==> config.mk <==
export PLATFORM = sky130hd
export DESIGN_NAME = indexed_stack_engine
export DESIGN_NICKNAME = d
export VERILOG_FILES = /design/src/rtl/ise_pkg.sv /design/src/rtl/ise_store.sv /design/src/rtl/indexed_stack_engine.sv
export SDC_FILE = /design/constraint.sdc
export NUM_CORES = 1
export LEC_CHECK = 0
export ABC_AREA = 1
export BUFFER_PORTS_ARGS = -buffer_cell sky130_fd_sc_hd__clkbuf_2
export CAP_MARGIN = 5
export CORE_UTILIZATION = 56
export DETAILED_ROUTE_END_ITERATION = 10
export PLACE_DENSITY = 0.85
export SYNTH_ARGS = -nofsm -noshare
export SYNTH_HDL_FRONTEND = slang
export SYNTH_SLANG_ARGS = --single-unit
==> constraint.sdc <==
create_clock -name clk -period 3.7 [get_ports clk]
set_input_delay 0.74 -clock clk [delete_from_list [all_inputs] [get_ports clk]]
set_output_delay 0.74 -clock clk [all_outputs]
set_load 0.01 [all_outputs]
==> src/rtl/ise_pkg.sv <==
// shared types, sizes and codes for the indexed stack engine
package ise_pkg;

	localparam int DEPTH      = 16;
	localparam int DATA_WIDTH = 32;
	localparam int ADDR_W     = $clog2(DEPTH);
	localparam int CNT_W      = $clog2(DEPTH + 1);

	localparam int CMD_W  = 3;
	localparam int WORD_W = 32;
	localparam int POS_W  = 4;
	localparam int ST_W   = 2;
	localparam int LEN_W  = 5;

	// width wide enough to compare a position against the count
	localparam int CMP_W = (CNT_W > POS_W) ? CNT_W : POS_W;

	typedef enum logic [CMD_W-1:0] {
		CMD_PUSH    = 3'd0,
		CMD_POP     = 3'd1,
		CMD_DISCARD = 3'd2,
		CMD_PEEK    = 3'd3,
		CMD_REVERSE = 3'd4,
		CMD_READ    = 3'd5,
		CMD_DELETE  = 3'd6,
		CMD_LENGTH  = 3'd7
	} cmd_t;

	typedef enum logic [ST_W-1:0] {
		ST_OK    = 2'd0,
		ST_EMPTY = 2'd1,
		ST_FULL  = 2'd2
	} status_t;

	// one write and one read port request toward the entry store
	typedef struct packed {
		logic                  we;
		logic [ADDR_W-1:0]     waddr;
		logic [DATA_WIDTH-1:0] wdata;
		logic                  re;
		logic [ADDR_W-1:0]     raddr;
	} mem_req_t;

endpackage

==> src/rtl/ise_store.sv <==
// entry store: one write port and one registered read port
module ise_store (
	input  logic                            clk,
	input  ise_pkg::mem_req_t               req,
	output logic [ise_pkg::DATA_WIDTH-1:0]  rdata
);
	import ise_pkg::*;

	logic [DATA_WIDTH-1:0] mem [DEPTH];
	logic [DATA_WIDTH-1:0] rdata_q;

	always_ff @(posedge clk) begin
		if (req.we) begin
			mem[req.waddr] <= req.wdata;
		end
		if (req.re) begin
			rdata_q <= mem[req.raddr];
		end
	end

	assign rdata = rdata_q;

endmodule

==> src/rtl/indexed_stack_engine.sv <==
// indexed lifo stack engine: command sequencer, count and result register
// push, discard, length, reverse of one entry and any empty, range or full case
// register their result from the accepting cycle; pop, peek and read pass through
// S_RDOUT; delete at position p moves the p entries above it down, one entry moved
// per cycle through the store; reverse of n >= 2 entries runs S_REV_A, S_REV_B and S_REV_C per swap, then S_REV_FIN.
// busy is high while a command runs; the next word can start in the done cycle.
// arst_n clears the count, the sequencer and done; stored entries are not cleared.
module indexed_stack_engine (
	input  logic                         clk,
	input  logic                         arst_n,
	input  logic                         start,
	output logic                         busy,
	input  logic [ise_pkg::CMD_W-1:0]    cmd,
	input  logic [ise_pkg::WORD_W-1:0]   push_word,
	input  logic [ise_pkg::POS_W-1:0]    position,
	output logic                         done,
	output logic [ise_pkg::WORD_W-1:0]   word_out,
	output logic [ise_pkg::ST_W-1:0]     status,
	output logic [ise_pkg::LEN_W-1:0]    length
);
	import ise_pkg::*;

	// sequencer states, one-hot
	typedef enum logic [6:0] {
		S_IDLE    = 7'b0000001,
		S_RDOUT   = 7'b0000010,
		S_REV_A   = 7'b0000100,
		S_REV_B   = 7'b0001000,
		S_REV_C   = 7'b0010000,
		S_REV_FIN = 7'b0100000,
		S_DEL_MV  = 7'b1000000
	} state_t;

	state_t                state_q, state_d;
	logic [CNT_W-1:0]      count_q, count_d;
	logic [ADDR_W-1:0]     ptr_q, ptr_d;      // lower pointer / delete read pointer
	logic [ADDR_W-1:0]     jptr_q, jptr_d;    // upper pointer of reverse
	logic [ADDR_W-1:0]     jw_q, jw_d;        // upper slot awaiting its write
	logic [DATA_WIDTH-1:0] hold_q, hold_d;    // lower word of the swap in flight
	logic                  wpend_q, wpend_d;

	mem_req_t              mreq;
	logic [DATA_WIDTH-1:0] rdata;

	logic                  accept;
	cmd_t                  cmd_c;
	logic                  is_indexed;
	logic [CMP_W-1:0]      off_ext;
	logic [CMP_W-1:0]      cnt_ext;
	logic                  in_range;
	logic [ADDR_W-1:0]     slot;
	logic                  empty;
	logic                  full;

	logic                  emit;
	logic [DATA_WIDTH-1:0] emit_word;
	status_t               emit_status;

	logic                  done_q;
	logic [DATA_WIDTH-1:0] word_q;
	status_t               status_q;
	logic [CNT_W-1:0]      length_q;

	ise_store u_store (
		.clk   (clk),
		.req   (mreq),
		.rdata (rdata)
	);

	assign busy   = (state_q != S_IDLE);
	assign accept = start && !busy;
	assign cmd_c  = cmd_t'(cmd);

	// shared address unit: slot = count - 1 - offset, offset is zero for top-of-stack ops
	assign is_indexed = (cmd_c == CMD_READ) || (cmd_c == CMD_DELETE);
	assign off_ext    = is_indexed ? CMP_W'(position) : '0;
	assign cnt_ext    = CMP_W'(count_q);
	assign in_range   = off_ext < cnt_ext;
	assign slot       = ADDR_W'(cnt_ext - off_ext - CMP_W'(1));

	assign empty = (count_q == '0);
	assign full  = (count_q == CNT_W'(DEPTH));

	always_comb begin
		state_d     = state_q;
		count_d     = count_q;
		ptr_d       = ptr_q;
		jptr_d      = jptr_q;
		jw_d        = jw_q;
		hold_d      = hold_q;
		wpend_d     = wpend_q;
		mreq        = '0;
		emit        = 1'b0;
		emit_word   = '0;
		emit_status = ST_OK;

		unique case (state_q)
			S_IDLE: begin
				if (accept) begin
					unique case (cmd_c)
						CMD_PUSH: begin
							emit = 1'b1;
							if (full) begin
								emit_status = ST_FULL;
							end else begin
								mreq.we    = 1'b1;
								mreq.waddr = ADDR_W'(count_q);
								mreq.wdata = DATA_WIDTH'(push_word);
								count_d    = count_q + CNT_W'(1);
							end
						end
						CMD_POP, CMD_PEEK, CMD_READ: begin
							if (!in_range) begin
								emit        = 1'b1;
								emit_status = ST_EMPTY;
							end else begin
								mreq.re    = 1'b1;
								mreq.raddr = slot;
								if (cmd_c == CMD_POP) begin
									count_d = count_q - CNT_W'(1);
								end
								state_d = S_RDOUT;
							end
						end
						CMD_DISCARD: begin
							emit = 1'b1;
							if (empty) begin
								emit_status = ST_EMPTY;
							end else begin
								count_d = count_q - CNT_W'(1);
							end
						end
						CMD_REVERSE: begin
							if (empty) begin
								emit        = 1'b1;
								emit_status = ST_EMPTY;
							end else if (count_q == CNT_W'(1)) begin
								emit = 1'b1;
							end else begin
								ptr_d   = '0;
								jptr_d  = slot;
								wpend_d = 1'b0;
								state_d = S_REV_A;
							end
						end
						CMD_DELETE: begin
							if (!in_range) begin
								emit        = 1'b1;
								emit_status = ST_EMPTY;
							end else if (off_ext == '0) begin
								// top entry: nothing to close up
								emit    = 1'b1;
								count_d = count_q - CNT_W'(1);
							end else begin
								mreq.re    = 1'b1;
								mreq.raddr = slot + ADDR_W'(1);
								ptr_d      = slot + ADDR_W'(1);
								state_d    = S_DEL_MV;
							end
						end
						CMD_LENGTH: begin
							emit = 1'b1;
						end
					endcase
				end
			end
			S_RDOUT: begin
				emit      = 1'b1;
				emit_word = rdata;
				state_d   = S_IDLE;
			end
			S_REV_A: begin
				// read lower slot, retire the previous upper write
				mreq.re    = 1'b1;
				mreq.raddr = ptr_q;
				if (wpend_q) begin
					mreq.we    = 1'b1;
					mreq.waddr = jw_q;
					mreq.wdata = hold_q;
				end
				state_d = S_REV_B;
			end
			S_REV_B: begin
				mreq.re    = 1'b1;
				mreq.raddr = jptr_q;
				hold_d     = rdata;
				state_d    = S_REV_C;
			end
			S_REV_C: begin
				mreq.we    = 1'b1;
				mreq.waddr = ptr_q;
				mreq.wdata = rdata;
				jw_d       = jptr_q;
				wpend_d    = 1'b1;
				ptr_d      = ptr_q + ADDR_W'(1);
				jptr_d     = jptr_q - ADDR_W'(1);
				if (({1'b0, ptr_q} + (ADDR_W+1)'(2)) < {1'b0, jptr_q}) begin
					state_d = S_REV_A;
				end else begin
					state_d = S_REV_FIN;
				end
			end
			S_REV_FIN: begin
				mreq.we    = 1'b1;
				mreq.waddr = jw_q;
				mreq.wdata = hold_q;
				emit       = 1'b1;
				state_d    = S_IDLE;
			end
			S_DEL_MV: begin
				// shift one entry down per cycle, reads stay ahead of writes
				mreq.we    = 1'b1;
				mreq.waddr = ptr_q - ADDR_W'(1);
				mreq.wdata = rdata;
				if ((CNT_W'(ptr_q) + CNT_W'(1)) < count_q) begin
					mreq.re    = 1'b1;
					mreq.raddr = ptr_q + ADDR_W'(1);
					ptr_d      = ptr_q + ADDR_W'(1);
				end else begin
					count_d = count_q - CNT_W'(1);
					emit    = 1'b1;
					state_d = S_IDLE;
				end
			end
			default: begin
				state_d = S_IDLE;
			end
		endcase
	end

	// control state
	always_ff @(posedge clk or negedge arst_n) begin
		if (!arst_n) begin
			state_q <= S_IDLE;
			count_q <= '0;
			wpend_q <= 1'b0;
			done_q  <= 1'b0;
		end else begin
			state_q <= state_d;
			count_q <= count_d;
			wpend_q <= wpend_d;
			done_q  <= emit;
		end
	end

	// datapath and result word
	always_ff @(posedge clk) begin
		ptr_q  <= ptr_d;
		jptr_q <= jptr_d;
		jw_q   <= jw_d;
		hold_q <= hold_d;
		if (emit) begin
			word_q   <= emit_word;
			status_q <= emit_status;
			length_q <= count_d;
		end
	end

	assign done     = done_q;
	assign word_out = WORD_W'(word_q);
	assign status   = status_q;
	assign length   = LEN_W'(length_q);

	a_count_bound: assert property (@(posedge clk) disable iff (!arst_n)
		count_q <= CNT_W'(DEPTH))
		else $error("stack count above depth");

	a_state_onehot: assert property (@(posedge clk) disable iff (!arst_n)
		$onehot(state_q))
		else $error("sequencer state not one-hot");

	a_done_idle: assert property (@(posedge clk) disable iff (!arst_n)
		done_q |-> (state_q == S_IDLE))
		else $error("result shown while a command still runs");

	a_full_push: assert property (@(posedge clk) disable iff (!arst_n)
		(accept && (cmd_c == CMD_PUSH) && full) |=> (done_q && (status_q == ST_FULL)))
		else $error("push on full stack not flagged");

	a_del_write: assert property (@(posedge clk) disable iff (!arst_n)
		(state_q == S_DEL_MV) |-> mreq.we)
		else $error("delete pass skipped a shift");

endmodule
# Yosys cells after proc, flatten, opt, wreduce, memory -nomap -nowiden
# Memory sizes are Yosys's and may differ from the RTL's. A register that Yosys moved wholly into a read port is not among the register bits.
# Index checks and enable logic that the tools add are counted.
# W data, S select, Z words.
[classes] n_eq_ne=30 mux=65 n_reduce_logical=17 n_addsub=10 order_cmp=3
[ops] cell="$pmux W37 S5" count=1
[ops] cell="$mux W37" count=3
[ops] cell="$mux W5" count=12
[ops] cell="$mux W7" count=7
[ops] cell="$mux W4" count=11
[ops] cell="$mux W42" count=1
[ops] cell="$pmux W5 S4" count=2
[ops] cell="$pmux W7 S5" count=1
[ops] cell="$pmux W7 S3" count=1
[ops] cell="$pmux W5 S2" count=2
[ops] cell="$pmux W4 S2" count=2
[ops] cell="$reduce_and A8 Y1" count=2
[ops] cell="$mux W1" count=15
[ops] cell="$ne A3 B3 Y1 const B" count=5
[ops] cell="$eq A3 B3 Y1 const B" count=4
[ops] cell="$pmux W4 S3" count=1
[ops] cell="$sub A4 B1 Y4 const B" count=3
[ops] cell="$logic_not A5 Y1" count=2
[ops] cell="$ne A2 B2 Y1 const B" count=5
[ops] cell="$add A4 B1 Y4 const B" count=2
[ops] cell="$eq A7 B1 Y1 const B" count=1
[ops] cell="$eq A7 B2 Y1 const B" count=1
[ops] cell="$eq A7 B3 Y1 const B" count=1
[ops] cell="$eq A7 B4 Y1 const B" count=1
[ops] cell="36 further kinds" count=39
[totals] output_inout_bits=41 ram_bits=512 n_memories=1 ff_bits=97 wordCells=137
[memory_table] memory="u_store.mem" words=16 word_bits=32 rd=1 rd_clocked_by_memory_dff=1 write_ports=1 line_no="ise_store.sv:9" rtl="logic [DATA_WIDTH-1:0] mem [DEPTH];"

# Longest topological paths before layout
[depth] depth_word=13 depth_mapped=23 depth_no_buf=21

# Modules after synthesis
# From an unflattened synthesis, not the netlist that was laid out.
[hier_totals] hier_cells=2803 area_unflattened_um2=28877.7
[modules_own_cells] mod="ise_store" n_inst=1 area_each_um2=23058.4 cells_per_inst=2121
[modules_own_cells] mod="indexed_stack_engine" n_inst=1 area_each_um2=5819.3 cells_per_inst=682

# Worst setup path after synthesis
# OpenSTA, ideal clock, no wires.
[synth_path] path_type="input to register" startpoint="input cmd[1] (netlist name)" endpoint="register length_q[0], in the netlist length[0] (enable)" stages=15 path_slack_ns=-0.475 required_ns=2.986 n_path_buf=0 t_arrival_ns=3.462 path_cell_list="nor2_1 -> nor2_2 -> nand2_1 -> inv_1 -> ha_1 -> nand2_1 -> inv_1 -> nand3_1 -> inv_1 -> nor2_1 -> nand2_1 -> nand2_1 -> nand2_1 -> o21ai_0 -> nand4_1"
[synth_between] elab_chain_len=9 elab_cells_between_ends=20 classes_between="1 x order compare; 7 x eq/ne; 7 x mux; 5 x reduce/logical"
[synth_rtl] element="from (decl)" line_no="indexed_stack_engine.sv:13" rtl="input logic [ise_pkg::CMD_W-1:0] cmd,"
[synth_rtl] element="parallel branches: the longest is 6 deep, another holds $lt A4 B5 Y1"
[synth_rtl] element="$pmux W1 S4 *" line_no="indexed_stack_engine.sv:100" rtl="unique case (cmd_c)"
[synth_rtl] element="$mux W1 *" line_no="indexed_stack_engine.sv:99" rtl="if (accept) begin"
[synth_rtl] element="$pmux W1 S3 *" line_no="indexed_stack_engine.sv:97" rtl="unique case (state_q)"
[synth_rtl] element="net emit" line_no="indexed_stack_engine.sv:55" rtl="logic emit;"
[synth_rtl] element="to (signal assigned)" line_no="indexed_stack_engine.sv:255" rtl="length_q <= count_d;"
[synth_rtl] element="to (decl)" line_no="indexed_stack_engine.sv:62" rtl="logic [CNT_W-1:0] length_q;"
# Mark *: on every way through the listed nets, which the timed path passes.
# A chain may end at the register's enable or synchronous reset.

# Final worst setup path
[layout_path] startpoint="register ptr_q[1]" endpoint="register u_store.rdata_q[3], in the netlist u_store.rdata[3] (read register of u_store.mem), data pin"
[layout_between] elab_chain_len=4 elab_cells_between_ends=5 classes_between="2 x add/sub; 1 x order compare; 2 x mux"
[layout_rtl] element="from (decl)" line_no="indexed_stack_engine.sv:36" rtl="logic [ADDR_W-1:0] ptr_q, ptr_d;"
[layout_rtl] element="from (signal assigned)" line_no="indexed_stack_engine.sv:248" rtl="ptr_q <= ptr_d;"
[layout_rtl] element="$add A4 B1 Y5" line_no="indexed_stack_engine.sv:215" rtl="if ((CNT_W'(ptr_q) + CNT_W'(1)) < count_q) begin"
[layout_rtl] element="$lt A5 B5 Y1" line_no="indexed_stack_engine.sv:215"
[layout_rtl] element="$mux W5" line_no="indexed_stack_engine.sv:215"
[layout_rtl] element="$pmux W5 S4 *" line_no="indexed_stack_engine.sv:97"
[layout_rtl] element="to (decl)" line_no="ise_store.sv:10" rtl="logic [DATA_WIDTH-1:0] rdata_q;"
# Mark *: on every way between the ends. The rest lies on a longest branch, timed or not.

==> impl_metrics.ini <==
[run_status]
run_status = finished clean

[synthesis]
synth_warnings = 0
yosys.area.top_type_share = 0.654
synth_top_cells_by_area = sky130_fd_sc_hd__edfxtp_1, sky130_fd_sc_hd__nand3_1, sky130_fd_sc_hd__nand2_1, sky130_fd_sc_hd__inv_1, sky130_fd_sc_hd__nand3b_1
synth-seq-cells = 641
synth_enable_flop_cells = 627
ys_seq_area_frac = 0.666
postSynth.asyncResetShare = 0.0218
synth.distinct_cells = 45
syn-num-nets = 2721
synthMostInstantiatedCell = sky130_fd_sc_hd__edfxtp_1
synth_area_per_cell_um2 = 10.9
netlist_instances = 2653
post_synth_instance_area_um2 = 28800
synth_top_cells_by_count = sky130_fd_sc_hd__edfxtp_1, sky130_fd_sc_hd__nand2_1, sky130_fd_sc_hd__nand3_1, sky130_fd_sc_hd__inv_1, sky130_fd_sc_hd__nand3b_1
synth_largest_area_cell = sky130_fd_sc_hd__edfxtp_1
top_reg_cell_synth = sky130_fd_sc_hd__edfxtp_1

[global_route]
grt_start_max_net_pins = 84
first_global_vias = 20700
global_route.usage.total = 0.299
grt_total_ovfl = 0
grt_first_pass_wirelength_um = 119000
antenna_found_initial = 0

[floorplanning]
floorplan.io_pins = 83
floorplan.rows = 82
die_h_um = 229
core_footprint_um2 = 50500
dieArea_um2 = 52300
fp.dieW_um = 229
floorplan.initialDensity = 0.571

[drt]
detailedRoute.firstIterationViolations = 2919
met2WireLength_um = 36300
met1_length_um = 27800
final_ant_viol_nets = 0
dr.pass1.iters = 8
highest_layer = met4
routed_wire_length_per_instance_um = 22.6
route.detailed.drc = 0
routed_wl_um = 78700
num_vias = 21300
met3RoutedLength_um = 10300
route.detailed.vias_per_inst = 6.10

[timing]
setup_ws_post_layout_ns = 0.214
post-route-period-util = 0.942
finalHoldViolations = 0
slew-limit-headroom = 0.147
final.hold.worst_slack_ns = 0.0144
finalSetupViolations = 0
layout_min_cycle_time_ns = 3.49
worst_slew_pin_slew_ns = 1.27
grt_setup_unrepaired = no
clock.fmax_mhz = 287
maxSlewViolCount = 0
fin_skew_ns = 0.0308

[clocking]
cts_made_buffers = 58
sink_count_of_the_clock_tree = 641
clockRootBuffer = sky130_fd_sc_hd__clkbuf_16
cts.clk_slew.worst_paths_ns = 0.07
clock_path_buffers = 3
cts_max_level = 2
cts_post_setup_buffers_inserted = 0
clkLatencyLatePin_ns = 0.63
clock_tree_from_tritoncts = yes
hold_buffers = 0

[worst_setup_path]
cpPeakStageDelay_ns = 0.44
worstPathArrival_ns = 3.87
critical_path.slowest_cell = sky130_fd_sc_hd__edfxtp_1
worst-endpoint-required_ns = 4.08
start_kind = register
crit_chain = ha_1 -> xor2_1 -> o21ai_0 -> inv_1 -> ha_1 -> nand2_1 -> nor2_1 -> o21ai_0 -> nand2_1 -> nor2_1 -> nor2_4 -> buf_12 -> buf_12 -> nand3_1 -> nand3_1 -> nand3_1 -> nand3_1 -> nand2_1
criticalPathCategory = reg -> reg
critPathMostFrequentCell = sky130_fd_sc_hd__nand3_1
critPathCaptureType = register
critical_path.max_fanout = 83

[pwr]
ir_worst_vdd_mv = 0.391
total_leakage_power_nw = 13.2
powerDensity_nw_per_um2 = 576

[placement]
dpl.hpwl_um = 44400
io_buffer_count = 82
place.gp.congestion = 0.932
dpl_worst_slack_ns = -0.141
place.detailed.instances = 3375

[finish]
nNetsFinal = 2833
post_layout_nonfiller_instances = 3487
area_growth_pct = 14.4
final_layout_size_suffix_gt1_frac = 0.119

[worst_hold_path]
hold_path.class = in -> async

[run]
timing.max_cap.violations = 0
-- registers in the layout, indices dropped and copies added, names as in the netlist --
register and cells:
cnt_ext 5, done 1, hold_q 32, jptr_q 4, jw_q 4, length 5
ptr_q 4, state_q 7, status 2, u_store.mem 512, u_store.rdata 32, word_out 32
wpend_q 1
-- per-layer routing --
metal  track usage  up-vias
met5             0        -
li1              -     9269
met2         0.471     1609
met3        0.0652      339
met4         0.156        0
met1         0.391    10000
-- area by class of cell --
cell class | count | area (µm²)
Sequential cell | 641 | 19200
Tap cell | 672 | 841
Inverter | 383 | 1440
Clock buffer | 78 | 1620
Fill cell | 3448 | 17500
Antenna cell | 2 | 5.00
Clock inverter | 30 | 228
Timing Repair Buffer | 197 | 1910
Multi-Input combinational cell | 1484 | 7750
-- kinds of logic after synthesis --
| group | count (synthesis) | share of synthesized area |
|---|---|---|
| xor+xnor | 14 | 0.00426 |
| fa+ha+maj | 26 | 0.0116 |
| compound gates | 98 | 0.0217 |
| buf+inv | 529 | 0.0757 |
| flops | 641 | 0.666 |
| simple gates | 1345 | 0.221 |
-- worst paths after layout --
kind | startpoint | end | slack [ns] | cells past startpoint
setup / recovery | ptr_q[1] | u_store.rdata[3] | 0.21 | 18
hold / removal | arst_n | state_q[4] | 0.01 | 1
setup reg to reg | ptr_q[1] | u_store.rdata[3] | 0.21 | 18
hold reg to reg | u_store.rdata[22] | hold_q[22] | 0.45 | 0
max in group asynchronous | arst_n | state_q[0] | 3.37 | 1
min in group clk | u_store.rdata[22] | hold_q[22] | 0.45 | 0
-- cells in the final DEF (no fill, tap or decap), types with 5 or more instances in the layout --
cell type / n
sky130_fd_sc_hd__a21oi_1: 13
sky130_fd_sc_hd__buf_12: 50
sky130_fd_sc_hd__buf_4: 63
sky130_fd_sc_hd__clkbuf_1: 14
sky130_fd_sc_hd__clkbuf_16: 61
sky130_fd_sc_hd__clkbuf_2: 82
sky130_fd_sc_hd__clkinv_1: 12
sky130_fd_sc_hd__clkinv_2: 13
sky130_fd_sc_hd__dfrtp_1: 13
sky130_fd_sc_hd__edfxtp_1: 627
sky130_fd_sc_hd__ha_1: 24
sky130_fd_sc_hd__inv_1: 376
sky130_fd_sc_hd__inv_2: 5
sky130_fd_sc_hd__nand2_1: 543
sky130_fd_sc_hd__nand2_2: 5
sky130_fd_sc_hd__nand3_1: 530
sky130_fd_sc_hd__nand3b_1: 148
sky130_fd_sc_hd__nand4_1: 6
sky130_fd_sc_hd__nor2_1: 63
sky130_fd_sc_hd__nor2_4: 25
sky130_fd_sc_hd__nor3_1: 9
sky130_fd_sc_hd__o211ai_1: 37
sky130_fd_sc_hd__o21ai_0: 24
sky130_fd_sc_hd__o21ai_1: 5
sky130_fd_sc_hd__o22ai_1: 6
sky130_fd_sc_hd__xnor2_1: 6
sky130_fd_sc_hd__xor2_1: 8
-- metrics by stage --
step / util / instance area, µm² / TNS (ns) / power [mW]
2_1_floorplan: - / 28900 / -6.53 / 11.5
3_3_place_gp: 0.616 / 31100 / -0.0429 / 13.0
3_5_place_dp: 0.616 / 31100 / -2.07 / 13.1
4_1_cts: 0.652 / 32900 / 0 / 18.9
5_1_grt: 0.653 / 33000 / 0 / 19.6
6_report: 0.653 / 33000 / 0 / 19.0
-- critical path, delay by kind of cell (launching register included) --
| kind | cells | cell delay, ns |
|---|---|---|
| simple gates | 10 | 1.11 |
| buf+inv | 3 | 0.69 |
| fa+ha+maj | 2 | 0.52 |
| flops | 1 | 0.44 |
| compound gates | 2 | 0.28 |
| xor+xnor | 1 | 0.16 |
-- report_power, final --
part / internal (mW) / total (mW) / leakage (nW) / switching, mW
clock: 3.28 / 5.89 / 0.911 / 2.61
sequential: 8.55 / 8.75 / 5.89 / 0.200
combinational: 1.50 / 4.36 / 6.40 / 2.86
total: 13.3 / 19.0 / 13.2 / 5.67
-- repair_timing --
action / 4_1_cts / 5_1_grt
resized for setup: 0 / 2
hold endpoints to repair: 0 / 0
endpoints found under the setup margin: 0 / 6
(Power assumes the default switching activity.)
